$ cat config.mk
export PLATFORM = sky130hd
export DESIGN_NAME = magic_length_frame_deframer
export DESIGN_NICKNAME = d
export VERILOG_FILES = /design/src/design/mlfd_pkg.sv /design/src/design/mlfd_cfg_regs.sv /design/src/design/mlfd_parser.sv /design/src/design/mlfd_out_reg.sv /design/src/design/magic_length_frame_deframer.sv
export VERILOG_INCLUDE_DIRS = /design/src /design/src/design
export SDC_FILE = /design/constraint.sdc
export NUM_CORES = 1
export LEC_CHECK = 0
export BUFFER_PORTS_ARGS = -buffer_cell sky130_fd_sc_hd__buf_2
export CAP_MARGIN = 30
export CORE_UTILIZATION = 60
export DETAILED_ROUTE_END_ITERATION = 6
export GPL_TIMING_DRIVEN = 1
export HOLD_SLACK_MARGIN = 0.08
export PLACE_DENSITY = 0.78
export SLEW_MARGIN = 20
export SYNTH_ARGS = -nofsm -noshare
export SYNTH_HDL_FRONTEND = slang
export SYNTH_HIERARCHICAL = 1
export SYNTH_SLANG_ARGS = --single-unit
$ cat constraint.sdc
create_clock -name clk_i -period 5.7 [get_ports clk_i]
set_input_delay 0.285 -clock clk_i [delete_from_list [all_inputs] [get_ports clk_i]]
set_output_delay 0.285 -clock clk_i [all_outputs]
set_load 0.005 [all_outputs]
$ cat src/design/magic_length_frame_deframer_defines.svh
// Shared assertion shorthands for the deframer modules.
// Every use expects clk_i and rst_ni in the enclosing module.
`ifndef MAGIC_LENGTH_FRAME_DEFRAMER_DEFINES_SVH
`define MAGIC_LENGTH_FRAME_DEFRAMER_DEFINES_SVH

// Condition must hold at every clock edge out of reset.
`define MLFD_ASSERT_ALWAYS(name, cond) \
  name: assert property (@(posedge clk_i) disable iff (!rst_ni) (cond)) \
    else $error("deframer invariant violated");

// Consequent must hold in the cycle after the antecedent.
`define MLFD_ASSERT_NEXT(name, ante, cons) \
  name: assert property (@(posedge clk_i) disable iff (!rst_ni) (ante) |=> (cons)) \
    else $error("deframer sequence check failed");

`endif

$ cat src/design/mlfd_pkg.sv
package mlfd_pkg;

  localparam int unsigned HEADER_BYTES = 7;
  localparam int unsigned HDR_POS_W    = 3;

  localparam logic [7:0] MAGIC_FIRST  = 8'h4E;
  localparam logic [7:0] MAGIC_SECOND = 8'h44;

  // Header byte positions; zero means hunting for the first magic byte.
  localparam logic [HDR_POS_W-1:0] HDR_MAGIC0  = 3'd0;
  localparam logic [HDR_POS_W-1:0] HDR_MAGIC1  = 3'd1;
  localparam logic [HDR_POS_W-1:0] HDR_VERSION = 3'd2;
  localparam logic [HDR_POS_W-1:0] HDR_LEN0    = 3'd3;
  localparam logic [HDR_POS_W-1:0] HDR_LAST    = HDR_POS_W'(HEADER_BYTES - 1);

  // Configuration register indexes.
  localparam logic [1:0] REG_EXPECTED_VERSION     = 2'd0;
  localparam logic [1:0] REG_UDP_MODE             = 2'd1;
  localparam logic [1:0] REG_MAX_PAYLOAD_STREAM   = 2'd2;
  localparam logic [1:0] REG_MAX_PAYLOAD_DATAGRAM = 2'd3;

  typedef enum logic [2:0] {
    ST_PAYLOAD     = 3'd0,
    ST_ACCEPTED    = 3'd1,
    ST_BAD_VERSION = 3'd2,
    ST_TOO_LONG    = 3'd3,
    ST_BAD_MAGIC   = 3'd4
  } status_e;

  typedef struct packed {
    logic [7:0]  expected_version;
    logic        udp_mode;
    logic [31:0] max_payload_stream;
    logic [31:0] max_payload_datagram;
  } cfg_t;

  typedef struct packed {
    status_e     status;
    logic [7:0]  data_byte;
    logic [31:0] frame_length;
    logic [7:0]  frame_version;
    logic        last_of_frame;
  } res_t;

endpackage

$ cat src/design/mlfd_cfg_regs.sv
module mlfd_cfg_regs (
  input  logic          clk_i,
  input  logic          rst_ni,
  input  logic          cfg_valid_i,
  output logic          cfg_ready_o,
  input  logic [1:0]    cfg_index_i,
  input  logic [31:0]   cfg_data_i,
  output mlfd_pkg::cfg_t cfg_o
);
  import mlfd_pkg::*;

  cfg_t cfg_q;
  cfg_t cfg_d;

  assign cfg_ready_o = 1'b1;
  assign cfg_o       = cfg_q;

  always_comb begin
    cfg_d = cfg_q;
    if (cfg_valid_i) begin
      case (cfg_index_i)
        REG_EXPECTED_VERSION:     cfg_d.expected_version     = cfg_data_i[7:0];
        REG_UDP_MODE:             cfg_d.udp_mode             = cfg_data_i[0];
        REG_MAX_PAYLOAD_STREAM:   cfg_d.max_payload_stream   = cfg_data_i;
        REG_MAX_PAYLOAD_DATAGRAM: cfg_d.max_payload_datagram = cfg_data_i;
        default:                  cfg_d = cfg_q;
      endcase
    end
  end

  always_ff @(posedge clk_i or negedge rst_ni) begin
    if (!rst_ni) begin
      cfg_q.expected_version     <= 8'd1;
      cfg_q.udp_mode             <= 1'b0;
      cfg_q.max_payload_stream   <= 32'd1048576;
      cfg_q.max_payload_datagram <= 32'd65536;
    end else begin
      cfg_q <= cfg_d;
    end
  end

endmodule

$ cat src/design/mlfd_parser.sv
`include "magic_length_frame_deframer_defines.svh"

module mlfd_parser (
  input  logic           clk_i,
  input  logic           rst_ni,
  input  logic           rx_valid_i,
  output logic           rx_stall_o,
  input  logic [7:0]     rx_byte_i,
  input  mlfd_pkg::cfg_t cfg_i,
  input  logic           load_ok_i,
  output logic           res_valid_o,
  output mlfd_pkg::res_t res_o
);
  import mlfd_pkg::*;

  logic                 in_valid_q;
  logic [7:0]           in_byte_q;
  logic                 advance;
  logic                 in_take;

  logic [HDR_POS_W-1:0] hp_q, hp_d;
  logic [31:0]          length_q, length_d;
  logic [7:0]           version_q, version_d;
  logic [31:0]          remaining_q, remaining_d;
  logic                 skip_q, skip_d;

  logic [31:0]          rem_dec;
  logic [1:0]           lane;
  logic [31:0]          length_full;
  logic [31:0]          limit;
  logic                 res_valid_c;
  res_t                 res_c;

  // Advance the held byte once the output side can take its result.
  assign advance    = in_valid_q && load_ok_i;
  assign in_take    = !in_valid_q || load_ok_i;
  assign rx_stall_o = !in_take;

  always_ff @(posedge clk_i or negedge rst_ni) begin
    if (!rst_ni) begin
      in_valid_q <= 1'b0;
    end else if (in_take) begin
      in_valid_q <= rx_valid_i;
    end
  end

  always_ff @(posedge clk_i) begin
    if (in_take && rx_valid_i) begin
      in_byte_q <= rx_byte_i;
    end
  end

  assign rem_dec     = remaining_q - 32'd1;
  assign lane        = 2'(hp_q - HDR_LEN0);
  assign length_full = length_q | (32'(in_byte_q) << {lane, 3'b000});
  assign limit       = cfg_i.udp_mode ? cfg_i.max_payload_datagram
                                      : cfg_i.max_payload_stream;

  always_comb begin
    hp_d        = hp_q;
    length_d    = length_q;
    version_d   = version_q;
    remaining_d = remaining_q;
    skip_d      = skip_q;
    res_valid_c = 1'b0;
    res_c       = '0;
    res_c.status = ST_PAYLOAD;

    if (remaining_q != 32'd0) begin
      remaining_d = rem_dec;
      if (skip_q) begin
        if (rem_dec == 32'd0) begin
          skip_d = 1'b0;
        end
      end else begin
        res_valid_c         = 1'b1;
        res_c.data_byte     = in_byte_q;
        res_c.last_of_frame = (rem_dec == 32'd0);
      end
    end else begin
      case (hp_q)
        HDR_MAGIC0: begin
          if (in_byte_q == MAGIC_FIRST) begin
            hp_d = HDR_MAGIC1;
          end else begin
            res_valid_c  = 1'b1;
            res_c.status = ST_BAD_MAGIC;
          end
        end
        HDR_MAGIC1: begin
          if (in_byte_q == MAGIC_SECOND) begin
            hp_d = HDR_VERSION;
          end else begin
            hp_d         = HDR_MAGIC0;
            res_valid_c  = 1'b1;
            res_c.status = ST_BAD_MAGIC;
          end
        end
        HDR_VERSION: begin
          version_d = in_byte_q;
          length_d  = 32'd0;
          hp_d      = HDR_LEN0;
        end
        default: begin
          length_d = length_full;
          if (hp_q != HDR_LAST) begin
            hp_d = hp_q + 1'b1;
          end else begin
            hp_d                = HDR_MAGIC0;
            remaining_d         = length_full;
            res_valid_c         = 1'b1;
            res_c.frame_length  = length_full;
            res_c.frame_version = version_q;
            if (version_q != cfg_i.expected_version) begin
              res_c.status = ST_BAD_VERSION;
              skip_d       = (length_full != 32'd0);
            end else if (length_full > limit) begin
              res_c.status = ST_TOO_LONG;
              skip_d       = (length_full != 32'd0);
            end else begin
              res_c.status        = ST_ACCEPTED;
              skip_d              = 1'b0;
              res_c.last_of_frame = (length_full == 32'd0);
            end
          end
        end
      endcase
    end
  end

  always_ff @(posedge clk_i or negedge rst_ni) begin
    if (!rst_ni) begin
      hp_q        <= HDR_MAGIC0;
      length_q    <= 32'd0;
      version_q   <= 8'd0;
      remaining_q <= 32'd0;
      skip_q      <= 1'b0;
    end else if (advance) begin
      hp_q        <= hp_d;
      length_q    <= length_d;
      version_q   <= version_d;
      remaining_q <= remaining_d;
      skip_q      <= skip_d;
    end
  end

  assign res_valid_o = advance && res_valid_c;
  assign res_o       = res_c;

  `MLFD_ASSERT_ALWAYS(a_skip_has_bytes, !skip_q || (remaining_q != 32'd0))
  `MLFD_ASSERT_ALWAYS(a_payload_at_hunt, (remaining_q == 32'd0) || (hp_q == HDR_MAGIC0))
  `MLFD_ASSERT_ALWAYS(a_pos_in_header, hp_q <= HDR_LAST)
  `MLFD_ASSERT_NEXT(a_held_byte_kept, in_valid_q && !load_ok_i, in_valid_q && $stable(in_byte_q))

endmodule

$ cat src/design/mlfd_out_reg.sv
module mlfd_out_reg (
  input  logic           clk_i,
  input  logic           rst_ni,
  input  logic           res_valid_i,
  input  mlfd_pkg::res_t res_i,
  output logic           load_ok_o,
  output logic           res_valid_o,
  input  logic           res_stall_i,
  output mlfd_pkg::res_t res_o
);
  import mlfd_pkg::*;

  logic valid_q;
  res_t res_q;

  // Load whenever the register is empty or its item leaves this cycle.
  assign load_ok_o   = !valid_q || !res_stall_i;
  assign res_valid_o = valid_q;
  assign res_o       = res_q;

  always_ff @(posedge clk_i or negedge rst_ni) begin
    if (!rst_ni) begin
      valid_q <= 1'b0;
    end else if (load_ok_o) begin
      valid_q <= res_valid_i;
    end
  end

  always_ff @(posedge clk_i) begin
    if (load_ok_o && res_valid_i) begin
      res_q <= res_i;
    end
  end

endmodule

$ cat src/design/magic_length_frame_deframer.sv
// Length-prefixed frame deframer: takes one received byte per item and
// parses frames made of a 7-byte header (magic 0x4E 0x44, a version byte,
// a little-endian 32-bit payload length) and the payload that follows.
// A header is accepted when its version matches expected_version and its
// length does not exceed the limit of the selected mode (udp_mode picks
// max_payload_datagram, else max_payload_stream). Accepted payload bytes
// come out with status 0, the final one marked last_of_frame; an accepted
// empty frame marks its header result last. A wrong magic byte yields a bad
// magic result and hunting restarts; a rejected header reports bad version
// (checked first) or too long, and its payload is dropped without results.
// Correct header bytes other than the seventh produce nothing. The block
// takes one byte every clock cycle with no bubbles while the result side
// does not stall: each byte is held in an input register, parsed by one
// pass of compare/add logic against the header state, and its result lands
// in an output register. That register loads when the parser advances the
// held byte, and it drives the result onto the outputs until it is taken.
// A stall on the result side backs up into rx_stall_o after those two
// registers fill. Configuration writes are always ready and take effect
// once registered; write them only while the block is idle.
module magic_length_frame_deframer (
  input  logic        clk_i,
  input  logic        rst_ni,

  input  logic        rx_valid_i,
  output logic        rx_stall_o,
  input  logic [7:0]  rx_byte_i,

  output logic        res_valid_o,
  input  logic        res_stall_i,
  output logic [2:0]  status_o,
  output logic [7:0]  data_byte_o,
  output logic [31:0] frame_length_o,
  output logic [7:0]  frame_version_o,
  output logic        last_of_frame_o,

  input  logic        cfg_valid_i,
  output logic        cfg_ready_o,
  input  logic [1:0]  cfg_index_i,
  input  logic [31:0] cfg_data_i
);
  import mlfd_pkg::*;

  cfg_t cfg;
  res_t parse_res;
  res_t out_res;
  logic parse_valid;
  logic load_ok;

  // Hold the four configuration registers.
  mlfd_cfg_regs u_cfg_regs (
    .clk_i       (clk_i),
    .rst_ni      (rst_ni),
    .cfg_valid_i (cfg_valid_i),
    .cfg_ready_o (cfg_ready_o),
    .cfg_index_i (cfg_index_i),
    .cfg_data_i  (cfg_data_i),
    .cfg_o       (cfg)
  );

  // Register the incoming byte and run the header/payload parse on it.
  mlfd_parser u_parser (
    .clk_i       (clk_i),
    .rst_ni      (rst_ni),
    .rx_valid_i  (rx_valid_i),
    .rx_stall_o  (rx_stall_o),
    .rx_byte_i   (rx_byte_i),
    .cfg_i       (cfg),
    .load_ok_i   (load_ok),
    .res_valid_o (parse_valid),
    .res_o       (parse_res)
  );

  // Hold each result item until the downstream side takes it.
  mlfd_out_reg u_out_reg (
    .clk_i       (clk_i),
    .rst_ni      (rst_ni),
    .res_valid_i (parse_valid),
    .res_i       (parse_res),
    .load_ok_o   (load_ok),
    .res_valid_o (res_valid_o),
    .res_stall_i (res_stall_i),
    .res_o       (out_res)
  );

  assign status_o        = out_res.status;
  assign data_byte_o     = out_res.data_byte;
  assign frame_length_o  = out_res.frame_length;
  assign frame_version_o = out_res.frame_version;
  assign last_of_frame_o = out_res.last_of_frame;

endmodule
==> impl_results.md, run 1 <==
* Hold wc startpoint: cfg_valid_i
* Crit-path cells: inv_1 > ha_1 > nor2b_1 > a21oi_1 > inv_1 > ha_1 > nand4_1 > nor4_1 > nand4_1 > a2111oi_0 > a41o_1
* Primary FF master, synth: dfrtp_1
* Initial Util at 61.3%
* Clock share of power at 36.4%
* Die height at 137 µm
* DRC viols at 0
* Setup crit end kind: flip-flop
* # nets final at 1,195
* Setup Viol. Count Final at 0
* Status: complete, no violations
* Share of total power in combinational logic at 17.0%
* Post-DP HPWL at 19,500 µm
* Net Count, Synth at 1,068
* Post-synthesis simple-gate area fraction at 13.0%
* GPL Wtd Cong at 0.917
* Largest family of logic cells by synthesized area: compound AO/OA/AOI/OAI gates
* Async SR Flop Fraction at 71.6%
* DIE AREA at 18,900 µm²
* FF-to-FF Start: u_parser/hp_q[0]
* Drt total wl at 29,400 µm
* Worst Tran Pin Value at 0.978 ns
* Placeable Area at 18,000 µm²
* Vias at 8,518
* Slowest-stage cell, CP: a2111oi_0
* Port bufs at 100
* Routed wire per std cell at 21.7 µm
* # clock sinks at 211
* Setup TNS at 0 ns
* Vias per inst at 6.29
* Hold-critical path depth at 3
* Startpoint class of the critical path: flip-flop
* Num CTS Buffers at 23
* Post-Synth Adder-Cell Area at 4.43%
* Leakage power at 0.00591 µW
* CTS resizes at 0
* R2R depth at 11
* GRT overflow at 0
* Final hold vios at 0
* Synth-to-layout area growth at 16.9%
* Reg power frac at 46.5%
* Reg clk slew, reported paths at 0.06 ns
* Pins Over Slew Limit at 0
* Peak VDD IR at 0.311 mV
* Mapped cell area at 11,000 µm²
* Internal at 2940 µW
* Routed Antenna Nets at 0
* P_sw at 1220 µW
* Post-synthesis xor/xnor area fraction at 1.19%
* CTS tree: yes
* Fmax at 232 MHz
* All-layer global routing usage at 31.8%
* Max incr delay on CP at 0.76 ns
* Register area share after synthesis at 50.7%
* WP data arrival at 4.68 ns
* CP required at 6.07 ns
* Post-synth EDFFs at 60
* Initial DRC Count at 883
* H-tree depth at 1
* I/O pins at 102
* Synth Area in Compound Gates at 14.9%
* Cell count after synthesis at 982
* Multiplexer share of the synthesized area at 11.3%
* Worst Setup Path Type: reg2reg
* Sw Ratio at 29.2%
* Longest Clk Path Bufs at 3
* Syn Area/Cell at 11.2 µm²
* Initial antenna violation count at 0
* Delay-heaviest family, CP: simple AND/OR/NAND/NOR gates
* Detailed-router iteration count before antenna repair at 5
* Slew HR at 34.8%
* Hold endpoint: u_cfg_regs/cfg_o[64]
* #FFs+latches synth at 211
* Antenna cell count at 0
* First-pass GRT wire length at 45,400 µm
* Worst R2R Setup Slack at 1.39 ns
* Max Clock Skew at 0.0112 ns
* Stages on the worst setup path at 11
* RSZ-0062 raised after global routing: no
* FP Rows at 49
* Fin crit period at 4.31 ns
* Worst Path Max Fanout at 9
* Vias in the first global route at 8,358
* Worst hold path type: in2reg
* Synth Warn # at 6
* Max-cap violations at 0
* CP bufs+invs at 2
* Pwr dens at 323 nW/µm²
* Largest net degree at the start of global routing at 87
* Final period utilization at 75.6%
* Final core occ at 71.6%
* Worst R2R End: u_out_reg/res_o[0]
* Die width at 137 µm
* Clock Latency Late Sink at 0.51 ns
* Root buffer cell: clkbuf_16
* Total Power at 4160 µW
* Layout cells sized above 1 at 25.4%
* Distinct cells, synth at 77
## cell usage in the layout (no fill, tap or decap), types with 18 or more instances in the layout
cell type,count
dfrtp_1,147
buf_2,99
nor2_1,82
mux2_2,81
a21oi_1,77
nand2_1,60
edfxtp_1,60
inv_1,45
dlygate4sd3_1,43
ha_1,39
mux2i_1,31
o31ai_2,28
clkbuf_16,24
o21ai_0,22
and2_1,21
o22a_1,21
nand4_1,20
nor3_1,19
nor4_1,18
## timing repair
item	4_1_cts	5_1_grt
endpoints found under the hold margin	166	0
buffers inserted	0	0
hold buffers	43	0
## tightest hold or removal path: stages
cell and delay [ns]:
buf_2 0.13, nand3b_1 0.09, mux2_2 0.15
## cell families (layout without fill, tap and decap cells)
family / after synthesis / count (layout)
compound gates: 222 / 222
xor+xnor: 15 / 15
fa+ha+maj: 39 / 39
buf+inv: 104 / 248
flops: 211 / 211
mux: 114 / 114
other cells: 1 / 1
simple gates: 276 / 276
## cell usage after synthesis (3+ instances only)
master	number	area [µm²]
o211ai_1	3	22.5
inv_1	45	169
nand3_1	6	30.0
nor4_1	18	113
nand4_1	20	125
o31ai_2	28	350
clkbuf_1	32	120
buf_2	16	80.1
dfstp_2	3	78.8
o31ai_1	7	52.6
a32oi_1	7	61.3
o21ai_0	22	110
nor3_1	19	95.1
ha_1	39	488
buf_6	9	101
o22a_1	21	184
mux2_2	81	912
xnor2_1	5	43.8
edfxtp_1	60	1800
nor2b_1	7	43.8
a22o_1	4	35.0
and3_1	3	18.8
nor2_1	82	308
or4_1	4	30.0
nand2b_1	6	37.5
a22oi_1	17	128
a21oi_1	77	385
nand3b_1	3	22.5
mux2i_1	31	310
or3_1	6	37.5
and2_1	21	131
dfrtp_1	148	3700
xor2_1	10	87.6
nand2_1	60	225
a21o_1	9	67.6
and4_1	3	26.3
## flip-flops by register name, summed over array words and instances, names as in the netlist
register	flops
u_parser/remaining_q	32
u_out_reg/res_o	52
u_parser/hp_q	3
u_parser/in_byte_q	8
u_out_reg/res_valid_o	1
u_parser/skip_q	1
u_parser/in_valid_q	1
u_parser/length_q	32
u_cfg_regs/cfg_o	73
u_parser/version_q	8
## metrics by stage
stage	instance area [µm²]	hold WS, ns	worst slack [ns]	cells
final	12900	0.171	1.39	1355
after global routing	12900	0.190	1.22	1355
after CTS	12900	0.159	1.47	1355
after detailed placement	11700	0.401	1.48	1270
after global placement	11600	0.401	1.56	1269
after floorplan	11000	-0.0106	1.32	982
## final cells by class
cell class,count,area (µm²)
Clock buffer,30,673
Clock inverter,12,101
Fill cell,1275,5090
Inverter,45,169
Multi-Input combinational cell,667,4960
Sequential cell,211,5590
Tap cell,229,287
Timing Repair Buffer,161,1100
## per-layer routing
metal / vias up / part of all wire [%] / wire (µm) / GRT usage (%)
li1: 3860 / - / - / -
met4: 0 / 3.6 / 1070 / 12.0
met2: 409 / 48 / 14200 / 52.9
met3: 85 / 7.2 / 2110 / 5.19
met1: 4164 / 41 / 12000 / 41.6
met5: - / 0 / 0 / 0
## power by group through the flow
stage / combinational (µW) / clock, µW / sequential, µW
floorplan: 579 / 0 / 1820
global placement: 656 / 0 / 1950
detailed placement: 672 / 0 / 1950
CTS: 701 / 1520 / 1930
global route: 778 / 1590 / 1960
finish: 709 / 1520 / 1940
## how the worst max path moves through the flow
stage,to,startpoint,slack [ns]
finish,u_out_reg/res_o[0],u_parser/hp_q[0],1.39
global route,u_out_reg/res_o[0],u_parser/hp_q[0],1.22
CTS,u_out_reg/res_o[31],u_parser/remaining_q[18],1.47
detailed placement,u_out_reg/res_o[36],u_parser/remaining_q[15],1.48
global placement,u_out_reg/res_o[36],u_parser/remaining_q[18],1.56
floorplan,u_out_reg/res_o[0],u_parser/remaining_q[23],1.32
Power figures use the tool's default switching activity.
==> run 2: changes to the inputs <==
--- a/config.mk
+++ b/config.mk
@@ -8,11 +8,11 @@
 export LEC_CHECK = 0
 export BUFFER_PORTS_ARGS = -buffer_cell sky130_fd_sc_hd__buf_2
 export CAP_MARGIN = 30
-export CORE_UTILIZATION = 60
+export CORE_UTILIZATION = 54
 export DETAILED_ROUTE_END_ITERATION = 6
 export GPL_TIMING_DRIVEN = 1
 export HOLD_SLACK_MARGIN = 0.08
-export PLACE_DENSITY = 0.78
+export PLACE_DENSITY = 0.74
 export SLEW_MARGIN = 20
 export SYNTH_ARGS = -nofsm -noshare
 export SYNTH_HDL_FRONTEND = slang
==> constraint.sdc (replaced) <==
create_clock -name clk_i -period 3.73 [get_ports clk_i]
set_input_delay 0.1865 -clock clk_i [delete_from_list [all_inputs] [get_ports clk_i]]
set_output_delay 0.1865 -clock clk_i [all_outputs]
set_load 0.005 [all_outputs]
==> impl_results.md, run 2 (synthesized netlist as in run 1, its figures left out) <==
* Total Power at 6330 µW (+52%)
* Fin crit period at 3.34 ns (-0.975 ns)
* Vias at 8,455 (-0.74%)
* Worst Path Max Fanout at 4 (-5)
* Internal at 4490 µW (+53%)
* Num CTS Buffers at 23 (unchanged)
* Die width at 145 µm (+5.3%)
* Worst hold path type: in2async
* Final hold vios at 0 (unchanged)
* Reg power frac at 46.1% (-0.4 points)
* Most crowded layer after global routing: met2
* Setup crit end kind: flip-flop
* Largest net degree at the start of global routing at 100 (+15%)
* Max-cap violations at 0 (unchanged)
* Root buffer cell: clkbuf_16
* Sw Ratio at 29.0% (-0.22 points)
* Worst R2R End: u_out_reg/res_o[0]
* Setup Viol. Count Final at 0 (unchanged)
* # nets final at 1,240 (+3.8%)
* Crit-path cells: inv_1 > ha_1 > or3b_2 > or4_1 > nor3_2 > nand4_1 > a2111oi_0 > buf_4 > a41o_1
* Post-CTS Setup Bufs at 0 (unchanged)
* Most frequent cells in the layout: dfrtp_1 (147), buf_2 (99), mux2_2 (81), nor2_1 (80), a21oi_1 (77)
* Max Clock Skew at 0.0165 ns (+0.00531 ns)
* CP bufs+invs at 2 (unchanged)
* Design area at 13,300 µm² (+3.3%)
* Layout cells sized above 1 at 27.9% (+2.5 points)
* Worst Tran Pin Value at 0.953 ns (-0.0247 ns)
* Worst R2R Setup Slack at 0.39 ns (-0.99 ns)
* Share of total power in combinational logic at 18.7% (+1.7 points)
* Fmax at 300 MHz (+29%)
* Die height at 145 µm (+5.3%)
* Delay-heaviest family, CP: simple AND/OR/NAND/NOR gates
* Slew HR at 36.1% (+1.3 points)
* All-layer global routing usage at 28.2% (-3.5 points)
* Longest Clk Path Bufs at 3 (unchanged)
* GR Util met3 at 4.64% (-0.55 points)
* Worst setup path endpoint: u_out_reg/res_o[0]
* Synth-to-layout area growth at 20.7%
* Detailed-router iteration count before antenna repair at 5 (unchanged)
* Worst hold slack at 0.0893 ns (-0.0817 ns)
* Slowest-stage cell, CP: a2111oi_0
* H-tree depth at 1 (unchanged)
* Drt total wl at 28,400 µm (-3.2%)
* DRC viols at 0 (unchanged)
* Final period utilization at 89.5% (+14 points)
* Pins Over Slew Limit at 0 (unchanged)
* Clock share of power at 35.2% (-1.2 points)
* FP Rows at 51 (+4.1%)
* P_sw at 1840 µW (+51%)
* # clock sinks at 211 (unchanged)
* Placeable Area at 19,700 µm² (+9.8%)
* Port bufs at 100 (unchanged)
* CTS tree: yes
* Routed Antenna Nets at 0 (unchanged)
* GR Util met1 at 38.4% (-3.3 points)
* GPL Wtd Cong at 0.919 (+0.24%)
* First-pass GRT wire length at 45,100 µm (-0.70%)
* CP required at 4.13 ns (-1.94 ns)
* Worst Setup SP: u_parser/remaining_q[1]
* Vias per inst at 5.88 (-6.4%)
* Vias in the first global route at 8,325 (-0.39%)
* Status: complete, no violations
* R2R depth at 9 (-2)
* Initial DRC Count at 663 (-25%)
* Reg clk slew, reported paths at 0.07 ns (about the same)
* DIE AREA at 21,000 µm² (+11%)
* Initial Util at 55.8% (-5.5 points)
* GRT overflow at 0 (unchanged)
* Initial antenna violation count at 1 (+1)
* Leakage power at 0.00590 µW (-0.14%)
* Post-DP HPWL at 19,500 µm (+0.34%)
* Clock Latency Late Sink at 0.53 ns (+0.02 ns)
* RSZ-0062 raised after global routing: no
* Area after DPL at 12,100 µm² (+3.4%)
* Stages on the worst setup path at 9 (-2)
* WP data arrival at 3.74 ns (-0.94 ns)
* Worst Setup Path Type: reg2reg
* Max incr delay on CP at 0.61 ns (-0.15 ns)
* Met2 GRT Util at 45.7% (-7.2 points)
* Peak VDD IR at 0.311 mV (about the same)
* Pwr dens at 476 nW/µm² (+47%)
* FF-to-FF Start: u_parser/remaining_q[1]
* Routed wire per std cell at 19.8 µm (-8.7%)
* I/O pins at 102 (unchanged)
* Most common library cell in the layout ignoring fill and taps: dfrtp_1
* Startpoint class of the critical path: flip-flop
* Max reg flops at 73 (unchanged)
run 2: routing by layer:
| metal | share of wire (%) | vias up |
|---|---|---|
| met4 | 2.7 | 0 |
| met5 | 0 | - |
| met1 | 43 | 4073 |
| li1 | - | 3962 |
| met2 | 48 | 355 |
| met3 | 7.0 | 65 |
run 2: worst min-delay path by stage:
stage / from / end / slack, ns / cells after the start
floorplan: rst_ni / u_cfg_regs/cfg_o[0] / -0.11 / 0
global placement: rst_ni / u_parser/remaining_q[17] / 0.37 / 1
detailed placement: rx_byte_i[4] / u_parser/in_byte_q[4] / 0.37 / 1
CTS: cfg_index_i[1] / u_cfg_regs/cfg_o[69] / 0.15 / 3
global route: rst_ni / u_parser/remaining_q[21] / 0.1 / 2
finish: rst_ni / u_parser/remaining_q[21] / 0.09 / 2
run 2: repair_timing:
item                                    CTS  global route
endpoints found under the setup margin    0             1
resized for setup                         0             2
hold buffers                             45             0
hold endpoints to repair                180             0
run 2: layout make-up:
class	count	area, µm²
Fill cell	1450	6430
Sequential cell	211	5590
Multi-Input combinational cell	667	4970
Timing Repair Buffer	206	1490
Clock buffer	31	636
Tap cell	265	332
Inverter	45	169
Clock inverter	11	106
Antenna cell	1	2.50
run 2: power groups by stage:
stage	clock (µW)	combinational, µW	sequential (µW)
3_5_place_dp	0	1130	2950
6_report	2230	1190	2920
2_1_floorplan	0	884	2790
3_3_place_gp	0	1100	2940
5_1_grt	2360	1310	2960
4_1_cts	2260	1180	2910
run 2: per-stage QoR:
step	instances	util (%)	setup TNS [ns]	worst slack [ns]
finish	1437	67.4	0	0.393
global route	1436	67.4	0	0.0302
CTS	1435	67.2	0	0.281
detailed placement	1348	61.2	0	0.341
global placement	1348	61.2	0	0.433
floorplan	982	-	-0.207	-0.00398
==> run 3: changes to the inputs <==
--- a/config.mk
+++ b/config.mk
@@ -8,11 +8,11 @@
 export LEC_CHECK = 0
 export BUFFER_PORTS_ARGS = -buffer_cell sky130_fd_sc_hd__buf_2
 export CAP_MARGIN = 30
-export CORE_UTILIZATION = 54
+export CORE_UTILIZATION = 45
 export DETAILED_ROUTE_END_ITERATION = 6
 export GPL_TIMING_DRIVEN = 1
 export HOLD_SLACK_MARGIN = 0.08
-export PLACE_DENSITY = 0.74
+export PLACE_DENSITY = 0.64
 export SLEW_MARGIN = 20
 export SYNTH_ARGS = -nofsm -noshare
 export SYNTH_HDL_FRONTEND = slang
==> impl_results.md, run 3 (synthesized netlist as in run 1, its figures left out) <==
* Vias at 8,514 (+0.70%)
* Worst hold slack at 0.147 ns (+0.0580 ns)
* Largest net degree at the start of global routing at 66 (-34%)
* Root buffer cell: clkbuf_16
* Routed wire per std cell at 19.6 µm (-1.1%)
* Placeable Area at 23,800 µm² (+20%)
* Worst Tran Pin Value at 0.854 ns (-0.0992 ns)
* Max-cap violations at 0 (unchanged)
* Share of total power in combinational logic at 18.5% (-0.2 points)
* Fin crit period at 3.59 ns (+0.258 ns)
* Status: complete, no violations
* Worst Path Max Fanout at 10 (+6)
* Post-route setup slack at 0.136 ns (-0.258 ns)
* Setup crit end kind: flip-flop
* Worst hold path type: in2reg
* GPL Wtd Cong at 0.930 (+1.2%)
* Place WS at 0.0555 ns (-0.286 ns)
* Most common library cell in the layout ignoring fill and taps: dfrtp_1
* Inst Count DP at 1,409 (+4.5%)
* Peak VDD IR at 0.403 mV (+29%)
* DRC viols at 0 (unchanged)
* Die height at 158 µm (+9.4%)
* FP Rows at 56 (+9.8%)
* First-pass GRT wire length at 45,500 µm (+1.1%)
* Reg power frac at 44.6% (-1.5 points)
* Drt total wl at 29,400 µm (+3.2%)
* Final hold vios at 0 (unchanged)
* Hold endpoint: u_cfg_regs/cfg_o[64]
* Hold-critical path depth at 3
* Vias in the first global route at 8,290 (-0.42%)
* Post-DP HPWL at 20,500 µm (+4.9%)
* Fmax at 278 MHz (-7.2%)
* GRT overflow at 0 (unchanged)
* H-tree depth at 1 (unchanged)
* RSZ-0062 raised after global routing: no
* Startpoint class of the critical path: flip-flop
* Initial DRC Count at 594 (-10%)
* Pins Over Slew Limit at 0 (unchanged)
* Cell Count, Final, Fillers Out at 1,499 (+4.3%)
* CTS tree: yes
* Layout cells sized above 1 at 28.7% (+0.80 points)
* Max incr delay on CP at 0.72 ns (+0.11 ns)
* Worst Setup Path Type: reg2reg
* I/O pins at 102 (unchanged)
* Slew HR at 43.0% (+6.9 points)
* R2R depth at 9 (unchanged)
* Routed Antenna Nets at 0 (unchanged)
* CP required at 4.12 ns (about the same)
* Final period utilization at 96.4% (+6.9 points)
* Worst R2R Setup Slack at 0.14 ns (-0.26 ns)
* Initial antenna violation count at 0 (-1)
* Max reg flops at 73 (unchanged)
* Detailed-router iteration count before antenna repair at 5 (unchanged)
* Sw Ratio at 28.4% (-0.64 points)
* Clock Latency Late Sink at 0.52 ns (about the same)
* Most frequent cells in the layout: dfrtp_1 (146), buf_2 (99), mux2_2 (81), nor2_1 (80), a21oi_1 (77)
* Num CTS Buffers at 24 (+4.3%)
* Setup Viol. Count Final at 0 (unchanged)
* Pwr dens at 482 nW/µm² (+1.2%)
* FF-to-FF Start: u_parser/remaining_q[13]
* Synth-to-layout area growth at 22.7%
* Internal at 4660 µW (+3.8%)
* Reg clk slew, reported paths at 0.06 ns (about the same)
* Vias per inst at 5.68 (-3.5%)
* Crit-path cells: nor4_1 > nand4_1 > buf_4 > o31a_1 > nor4_1 > nand2_1 > a2111oi_0 > buf_4 > a41o_1
* DIE AREA at 25,100 µm² (+20%)
* Max Clock Skew at 0.00801 ns (-0.00849 ns)
* Final core occ at 56.9% (-11 points)
* Clock share of power at 37.0% (+1.8 points)
* Longest Clk Path Bufs at 3 (unchanged)
* Hold wc startpoint: cfg_index_i[1]
* Leakage power at 0.00590 µW (about the same)
* Port bufs at 100 (unchanged)
* Worst R2R End: u_out_reg/res_o[0]
* P_sw at 1850 µW (+0.59%)
* Antenna cell count at 0 (-1)
* # clock sinks at 211 (unchanged)
* Initial Util at 46.3% (-9.5 points)
* Die width at 158 µm (+9.4%)
* # nets final at 1,248 (+0.65%)
* Slowest-stage cell, CP: nor4_1
* WP data arrival at 3.98 ns (+0.24 ns)
* All-layer global routing usage at 23.8% (-4.4 points)
-- run 3: changes by cell type in the layout (fill, tap and decap cells not counted), moves of 2 or more --
cell	previous run	this run
buf_4	56	62
clkbuf_16	23	26
clkbuf_1	5	3
clkinvlp_4	1	3
inv_6	2	0
-- run 3: worst max path at each step --
stage	end	startpoint	slack, ns
floorplan	u_out_reg/res_o[0]	u_parser/remaining_q[23]	-0.004
global placement	u_out_reg/res_o[0]	u_parser/hp_q[0]	0.18
detailed placement	u_out_reg/res_o[0]	u_parser/hp_q[0]	0.06
CTS	u_out_reg/res_o[0]	u_parser/hp_q[0]	0.04
global route	u_out_reg/res_o[0]	u_parser/hp_q[0]	0.009
finish	u_out_reg/res_o[0]	u_parser/remaining_q[13]	0.14
-- run 3: power by group through the flow --
stage                     clock (µW)  combinational, µW  sequential, µW
after global routing            2540               1330            2940
after floorplan                    0                884            2790
final                           2410               1200            2900
after CTS                       2460               1200            2890
after global placement             0               1130            2930
after detailed placement           0               1160            2940
-- run 3: layout make-up --
cell class | instances | area, µm²
multi-input combinational | 667 | 4980
clock inverter | 13 | 126
fill | 2035 | 10200
inverter | 45 | 169
clock buffer | 31 | 689
timing repair buffer | 213 | 1550
tap | 319 | 399
sequential | 211 | 5590
-- run 3: per-layer routing --
layer	vias up	share of wire, %	track usage (%)
met2	251	47	39.1
met5	-	0	0
met3	55	4.8	2.80
li1	3977	-	-
met4	0	3.2	8.65
met1	4231	45	32.5
-- run 3: what timing repair did --
item | CTS | global route
endpoints found under the hold margin | 146 | 0
hold buffers | 45 | 0
setup endpoints to repair | 0 | 3
buffers inserted | 0 | 0
gates resized for setup | 0 | 4
-- run 3: stage by stage --
step                power [µW]  TNS (ns)  cell area, µm²
global route              6800         0           13500
global placement          4060         0           12200
CTS                       6550         0           13500
floorplan                 3670    -0.207           11000
finish                    6510         0           13500
detailed placement        4090         0           12200
-- run 3: worst max-delay path, delay by kind of cell (launching register included) --
| family | cells | cell delay, ns |
|---|---|---|
| buffers and inverters | 2 | 0.48 |
| flip-flops | 1 | 0.47 |
| AO/OA/AOI/OAI | 3 | 1.06 |
| AND/OR/NAND/NOR | 4 | 1.45 |
